`config.mk`:
```
export PLATFORM = sky130hd
export DESIGN_NAME = biquad_tdf2_filter_core
export DESIGN_NICKNAME = d
export VERILOG_FILES = /design/src/rtl/bqf_pkg.sv /design/src/rtl/biquad_tdf2_filter_core.sv
export SDC_FILE = /design/constraint.sdc
export NUM_CORES = 2
export LEC_CHECK = 0
export ABC_AREA = 0
export BUFFER_PORTS_ARGS = -buffer_cell sky130_fd_sc_hd__buf_2
export CORE_UTILIZATION = 50
export CTS_CLUSTER_SIZE = 12
export DETAILED_ROUTE_END_ITERATION = 8
export PLACE_DENSITY = 0.77
export SYNTH_ARGS = -nofsm -noshare
export SYNTH_HDL_FRONTEND = slang
export SYNTH_SLANG_ARGS = --single-unit
export TNS_END_PERCENT = 20
```
`constraint.sdc`:
```
create_clock -name clk_i -period 20.3 [get_ports clk_i]
set_input_delay 0 -clock clk_i [delete_from_list [all_inputs] [get_ports clk_i]]
set_output_delay 0 -clock clk_i [all_outputs]
set_load 0.02 [all_outputs]
```
`src/rtl/bqf_pkg.sv`:
```
// types, constants and microcode rom of the biquad filter core
// no dependencies
package bqf_pkg;

  localparam int COEF_FRAC    = 20;
  localparam int COEF_ONE     = 1048576;
  localparam int DELAY_W      = 24;
  localparam int OUT_W        = 22;
  localparam int DELAY_LIMIT  = 6553600;
  localparam int OUT_LIMIT    = 1310720;
  localparam int CFG_IDX_W    = 3;
  localparam int NUM_COEF     = 5;
  localparam int STEP_W       = 4;

  typedef logic [STEP_W-1:0] step_t;

  typedef enum logic [CFG_IDX_W-1:0] {
    CS_B0 = 3'd0,
    CS_B1 = 3'd1,
    CS_B2 = 3'd2,
    CS_A1 = 3'd3,
    CS_A2 = 3'd4
  } coef_sel_e;

  typedef enum logic {
    MS_X,
    MS_Y
  } mul_src_e;

  typedef enum logic [2:0] {
    AO_HOLD,
    AO_LD_D1,
    AO_LD_D2,
    AO_LD_HALF,
    AO_ADD,
    AO_SUB
  } acc_op_e;

  typedef enum logic [1:0] {
    WB_NONE,
    WB_Y,
    WB_D1,
    WB_D2_OUT
  } wb_e;

  typedef enum logic [1:0] {
    WT_NONE,
    WT_IN,
    WT_OUT
  } wait_e;

  typedef struct packed {
    logic      mul_en;
    mul_src_e  mul_src;
    coef_sel_e coef_sel;
    acc_op_e   acc_op;
    wb_e       wb;
    wait_e     wait_on;
    logic      jump;
    step_t     target;
  } ctrl_word_t;

  localparam ctrl_word_t CW_NOP = '{
    mul_en: 1'b0, mul_src: MS_X, coef_sel: CS_B0, acc_op: AO_HOLD,
    wb: WB_NONE, wait_on: WT_NONE, jump: 1'b0, target: '0
  };

  // one control word per step
  function automatic ctrl_word_t ucode(step_t s);
    ctrl_word_t cw;
    cw = CW_NOP;
    case (s)
      4'd0: begin
        cw.wait_on = WT_IN;
        cw.acc_op  = AO_LD_D1;
      end
      4'd1: begin
        cw.mul_en   = 1'b1;
        cw.mul_src  = MS_X;
        cw.coef_sel = CS_B0;
      end
      4'd2: begin
        cw.acc_op = AO_ADD;
      end
      4'd3: begin
        cw.wb       = WB_Y;
        cw.acc_op   = AO_LD_D2;
        cw.mul_en   = 1'b1;
        cw.mul_src  = MS_X;
        cw.coef_sel = CS_B1;
      end
      4'd4: begin
        cw.acc_op   = AO_ADD;
        cw.mul_en   = 1'b1;
        cw.mul_src  = MS_Y;
        cw.coef_sel = CS_A1;
      end
      4'd5: begin
        cw.acc_op   = AO_SUB;
        cw.mul_en   = 1'b1;
        cw.mul_src  = MS_X;
        cw.coef_sel = CS_B2;
      end
      4'd6: begin
        cw.wb     = WB_D1;
        cw.acc_op = AO_LD_HALF;
      end
      4'd7: begin
        cw.acc_op   = AO_ADD;
        cw.mul_en   = 1'b1;
        cw.mul_src  = MS_Y;
        cw.coef_sel = CS_A2;
      end
      4'd8: begin
        cw.acc_op = AO_SUB;
      end
      4'd9: begin
        cw.wait_on = WT_OUT;
        cw.wb      = WB_D2_OUT;
        cw.jump    = 1'b1;
        cw.target  = '0;
      end
      default: begin
        cw.jump   = 1'b1;
        cw.target = '0;
      end
    endcase
    return cw;
  endfunction

endpackage

```
`src/rtl/biquad_tdf2_filter_core.sv`:
```
// biquad filter core, transposed direct form ii, microcoded datapath
// depends on bqf_pkg
//
// channel | signals                              | direction
// --------+--------------------------------------+----------
// input   | in_valid_i, in_ready_o, sample_in_i  | in
// output  | out_valid_o, out_ready_i, sample_out_o | out
// config  | cfg_valid_i, cfg_ready_o, cfg_index_i, cfg_data_i | in
//
// ten microcode steps per word: one input step, eight steps through the shared
// multiplier and accumulator, one output step
// one word in flight; the next word is taken once the output step has run
// the output step holds while the output register is full and not taken
// config writes are taken every cycle; reset loads b0 = 1.0, others zero, delays zero
module biquad_tdf2_filter_core #(
  parameter int SAMPLE_WIDTH = 24,
  parameter int COEF_WIDTH   = 24
) (
  input  logic                              clk_i,
  input  logic                              rst_ni,
  input  logic                              in_valid_i,
  output logic                              in_ready_o,
  input  logic signed [SAMPLE_WIDTH-1:0]    sample_in_i,
  output logic                              out_valid_o,
  input  logic                              out_ready_i,
  output logic signed [bqf_pkg::OUT_W-1:0]  sample_out_o,
  input  logic                              cfg_valid_i,
  output logic                              cfg_ready_o,
  input  logic [bqf_pkg::CFG_IDX_W-1:0]     cfg_index_i,
  input  logic [COEF_WIDTH-1:0]             cfg_data_i
);
  import bqf_pkg::*;

  localparam int CB_W   = (COEF_WIDTH > 21) ? COEF_WIDTH : 22;
  localparam int M_W    = (((CB_W + SAMPLE_WIDTH - 2) > 43) ?
                           (CB_W + SAMPLE_WIDTH - 2) : 43) + 1;
  localparam int Y_NAT  = M_W - 18;
  localparam int FEED_W = 62 - COEF_WIDTH;
  localparam int Y_W    = (Y_NAT < FEED_W) ? Y_NAT : FEED_W;
  localparam int A_W    = (SAMPLE_WIDTH > Y_W) ? SAMPLE_WIDTH : Y_W;
  localparam int P_W    = A_W + CB_W;
  localparam int ACC_A  = P_W + 1;
  localparam int ACC_B  = (ACC_A > (FEED_W + 21)) ? ACC_A : (FEED_W + 21);
  localparam int ACC_W  = (ACC_B > 46) ? ACC_B : 46;
  localparam int RND_W  = ACC_W - COEF_FRAC;

  localparam logic signed [ACC_W-1:0] HALF =
    ACC_W'(1) << (COEF_FRAC - 1);
  localparam logic signed [RND_W-1:0] FEED_LIM =
    (RND_W'(1) << (61 - COEF_WIDTH)) - RND_W'(1);
  localparam logic signed [RND_W-1:0] DLY_LIM = RND_W'(DELAY_LIMIT);
  localparam logic signed [Y_W-1:0]   OUT_LIM = Y_W'(OUT_LIMIT);

  step_t                      step_q, step_d;
  ctrl_word_t                 cw;
  logic                       go;

  logic signed [CB_W-1:0]     coef_q [NUM_COEF];
  logic signed [SAMPLE_WIDTH-1:0] x_q;
  logic signed [Y_W-1:0]      y_q;
  logic signed [DELAY_W-1:0]  d1_q, d2_q;
  logic signed [P_W-1:0]      p_q;
  logic signed [ACC_W-1:0]    acc_q, acc_d;
  logic                       out_valid_q;
  logic signed [OUT_W-1:0]    sample_out_q;

  logic signed [A_W-1:0]      mul_a;
  logic signed [CB_W-1:0]     mul_b;
  logic signed [RND_W-1:0]    rnd;
  logic signed [RND_W-1:0]    y_sat;
  logic signed [RND_W-1:0]    d_sat;
  logic signed [Y_W-1:0]      o_sat;

  assign cw = ucode(step_q);

  always_comb begin
    case (cw.wait_on)
      WT_IN:   go = in_valid_i;
      WT_OUT:  go = !out_valid_q || out_ready_i;
      default: go = 1'b1;
    endcase
  end

  always_comb begin
    step_d = step_q;
    if (go) begin
      step_d = cw.jump ? cw.target : step_q + step_t'(1);
    end
  end

  assign mul_a = (cw.mul_src == MS_Y) ? A_W'(y_q) : A_W'(x_q);
  assign mul_b = coef_q[cw.coef_sel];

  // rounding half-up: acc already carries the half lsb
  assign rnd = acc_q[ACC_W-1:COEF_FRAC];

  always_comb begin
    if (rnd > FEED_LIM) begin
      y_sat = FEED_LIM;
    end else if (rnd < -FEED_LIM) begin
      y_sat = -FEED_LIM;
    end else begin
      y_sat = rnd;
    end
    if (rnd > DLY_LIM) begin
      d_sat = DLY_LIM;
    end else if (rnd < -DLY_LIM) begin
      d_sat = -DLY_LIM;
    end else begin
      d_sat = rnd;
    end
    if (y_q > OUT_LIM) begin
      o_sat = OUT_LIM;
    end else if (y_q < -OUT_LIM) begin
      o_sat = -OUT_LIM;
    end else begin
      o_sat = y_q;
    end
  end

  always_comb begin
    case (cw.acc_op)
      AO_LD_D1:   acc_d = (ACC_W'(d1_q) <<< COEF_FRAC) + HALF;
      AO_LD_D2:   acc_d = (ACC_W'(d2_q) <<< COEF_FRAC) + HALF;
      AO_LD_HALF: acc_d = HALF;
      AO_ADD:     acc_d = acc_q + ACC_W'(p_q);
      AO_SUB:     acc_d = acc_q - ACC_W'(p_q);
      default:    acc_d = acc_q;
    endcase
  end

  always_ff @(posedge clk_i or negedge rst_ni) begin
    if (!rst_ni) begin
      step_q      <= '0;
      out_valid_q <= 1'b0;
      d1_q        <= '0;
      d2_q        <= '0;
      coef_q[CS_B0] <= CB_W'(COEF_ONE);
      coef_q[CS_B1] <= '0;
      coef_q[CS_B2] <= '0;
      coef_q[CS_A1] <= '0;
      coef_q[CS_A2] <= '0;
    end else begin
      step_q <= step_d;
      if (cfg_valid_i) begin
        case (cfg_index_i)
          CS_B0, CS_B1, CS_B2, CS_A1, CS_A2: begin
            coef_q[cfg_index_i] <= CB_W'($signed(cfg_data_i));
          end
          default: ;
        endcase
      end
      if (out_ready_i) begin
        out_valid_q <= 1'b0;
      end
      if (go) begin
        case (cw.wb)
          WB_D1: d1_q <= DELAY_W'(d_sat);
          WB_D2_OUT: begin
            d2_q        <= DELAY_W'(d_sat);
            out_valid_q <= 1'b1;
          end
          default: ;
        endcase
      end
    end
  end

  // datapath words, no reset
  always_ff @(posedge clk_i) begin
    if (go) begin
      if (cw.wait_on == WT_IN) begin
        x_q <= sample_in_i;
      end
      if (cw.mul_en) begin
        p_q <= P_W'(mul_a * mul_b);
      end
      acc_q <= acc_d;
      if (cw.wb == WB_Y) begin
        y_q <= Y_W'(y_sat);
      end
      if (cw.wb == WB_D2_OUT) begin
        sample_out_q <= OUT_W'(o_sat);
      end
    end
  end

  assign in_ready_o   = (cw.wait_on == WT_IN);
  assign out_valid_o  = out_valid_q;
  assign sample_out_o = sample_out_q;
  assign cfg_ready_o  = 1'b1;

endmodule

```
==> results_dict.tcl <==
set metrics [dict create \
    synth_area_per_cell_um2 9.82 \
    core_um2 85500 \
    area_growth_pct 8.16 \
    routed_wirelength_um 119000 \
    hold_buffers 51 \
    slowest_delay_ns 0.73 \
    arrival_ns 10.71 \
    avgViaCountPerCell 5.73 \
    hold_class "primary input to register" \
    grt_overflow 0 \
    crit_top_cell "fa_1" \
    nets 5447 \
    die_y_um 297 \
    root_buffer "clkbuf_16" \
    rsz0062_at_grt "false" \
    synth_area_um2 43400 \
    syn_inst 4419 \
    ys_types 92 \
    grt_max_degree 119 \
    grt_pass1_vias 33900 \
    final_cell_mix "763 x inv_1, 718 x fa_1, 495 x nand2_1" \
    n_antenna_cell 0 \
    tns_ns 0 \
    grt_pass1_wl_um 189000 \
    fin_crit_ns 10.42 \
    outcome "finished, final reports clean" \
    port-buffer-count 79 \
    first_iter_violations 2696 \
    synth_warnings 0 \
    seq_area_frac_synth_pct 22.9 \
    cts.path.max_buffers 3 \
    io_pins 81 \
    vias 32300 \
    post_cts_resized 0 \
    clk_pin_slew_ns 0.06 \
    drc_errors 0 \
    layout_commonest_cell "inv_1" \
    max_freq_mhz 96.0 \
    tightest_slew_ns 1.20 \
    post-route-util_pct 54.9 \
    routabilityCongestion 0.966 \
    setup_violations 0 \
    drv_cap 0 \
    dp_slack_ns 10.02 \
    synth-seq-cells 360 \
    final_antenna_net_count 0 \
    period_share_pct 51.3 \
    clk_latency_ns 0.58 \
    critPathBufInv 6 \
    cts_sinks 360 \
    antenna_found_initial 3 \
    worst_slack_ns 9.88 \
    fin_area_um2 47000 \
    crit_type "register to register" \
    cp_top_family "adder cells" \
    die_x_um 297 \
    syn-num-nets 5402 \
    grt.total_usage_pct 28.1 \
    slew_headroom_pct 18.8 \
    start_util_pct 50.7 \
    end_kind "register" \
    critPathSlowestCell "inv_1" \
    placed_area_um2 45200 \
    drive_above_1_share_pct 9.67 \
    cp-start-kind "register" \
    wire_per_inst_um 21.2 \
    rows 107 \
    cts_buffers 40 \
    slew_violations 0 \
    synthArstFlopShare_pct 48.1 \
    final_hold_viol_count 0 \
    post_cts_buffers 0 \
    finClkSkew_ns 0.0348 \
    fp.dieArea_um2 88000 \
    synth_edf_count 187 \
    critPathMaxFanout 46 \
    cts-htree-levels 2 \
    ys.flop_type "edfxtp_1" \
    hpwl_um 89000 \
    required_ns 20.59 \
    first_pass_iters 6 \
    cts_tree "yes" \
]
-- layout make-up --
class | count | area [um2]
Fill cell | 7292 | 38600
Inverter | 763 | 2860
Tap cell | 1144 | 1430
Sequential cell | 360 | 9950
Clock buffer | 56 | 1130
Timing Repair Buffer | 204 | 1470
Clock inverter | 12 | 86.3
Multi-Input combinational cell | 3095 | 30000
-- flip-flops by register name, indices dropped and copies added (netlist names) --
name and flops:
d2_q 24, coef_q 120, y_q 29, x_q 24
step_q 4, out_valid_o 1, sample_out_o 22, p_q 53
acc_q 59, d1_q 24
-- worst paths after layout --
kind / from / end / slack [ns] / cells past startpoint
setup reg to reg: step_q[0] / p_q[52] / 9.88 / 33
setup / recovery: step_q[0] / p_q[52] / 9.88 / 33
hold / removal: sample_in_i[11] / x_q[11] / 0.15 / 2
max in group asynchronous: rst_ni / d2_q[2] / 18.71 / 3
min in group asynchronous: rst_ni / coef_q[67] / 0.16 / 2
hold reg to reg: d1_q[12] / d1_q[12] / 0.48 / 2
-- metrics by stage --
stage / hold slack, ns / cells
finish: 0.152 / 5634
global route: 0.129 / 5634
CTS: 0.127 / 5634
detailed placement: 0.178 / 5515
global placement: 0.183 / 5515
floorplan: -0.296 / 4419
-- per-layer routing --
metal / GRT usage [%] / vias to the layer above / wire length (um) / share of wire (%)
met5: 0 / - / 0 / 0
met4: 14.7 / 0 / 7250 / 6.1
met3: 5.77 / 422 / 11700 / 9.8
met2: 44.7 / 1629 / 54800 / 46
met1: 36.5 / 16100 / 45500 / 38
li1: - / 14100 / - / -
-- logic make-up (layout without fill, tap and decap cells) --
group           Yosys count  after routing  share of synthesized area [%]
other cells               1              1                        0.00864
simple gates           1199           1199                           12.0
buf+inv                 964           1035                           8.37
fa+ha+maj               927            927                           39.1
compound gates          586            586                           8.76
flops                   360            360                           22.9
mux                     220            220                           5.57
xor+xnor                162            162                           3.27
-- cells in the mapped netlist, types with 13 or more instances --
cell type | number | share of area, %
inv_1 | 763 | 6.6
fa_1 | 718 | 33
nand2_1 | 495 | 4.3
nor2_1 | 436 | 3.8
ha_1 | 209 | 6.0
edfxtp_1 | 187 | 13
clkbuf_1 | 183 | 1.6
dfrtp_1 | 172 | 9.9
o21ai_0 | 156 | 1.8
mux2_2 | 145 | 3.8
a21oi_1 | 129 | 1.5
a21o_1 | 93 | 1.6
xnor2_1 | 82 | 1.7
xor2_1 | 80 | 1.6
mux2i_1 | 69 | 1.6
and2_1 | 51 | 0.73
nand2b_1 | 43 | 0.62
nand3_1 | 30 | 0.35
nor3_1 | 28 | 0.32
o21a_1 | 24 | 0.42
nor2b_1 | 23 | 0.33
o211ai_1 | 23 | 0.40
o31ai_1 | 23 | 0.40
nand4_1 | 22 | 0.32
a22oi_1 | 21 | 0.36
o21ai_1 | 16 | 0.18
a211oi_1 | 13 | 0.22
nor4_1 | 13 | 0.19
Power is not shown: default switching activity piles up to over one toggle a cycle in this logic, so the estimate is an artifact.
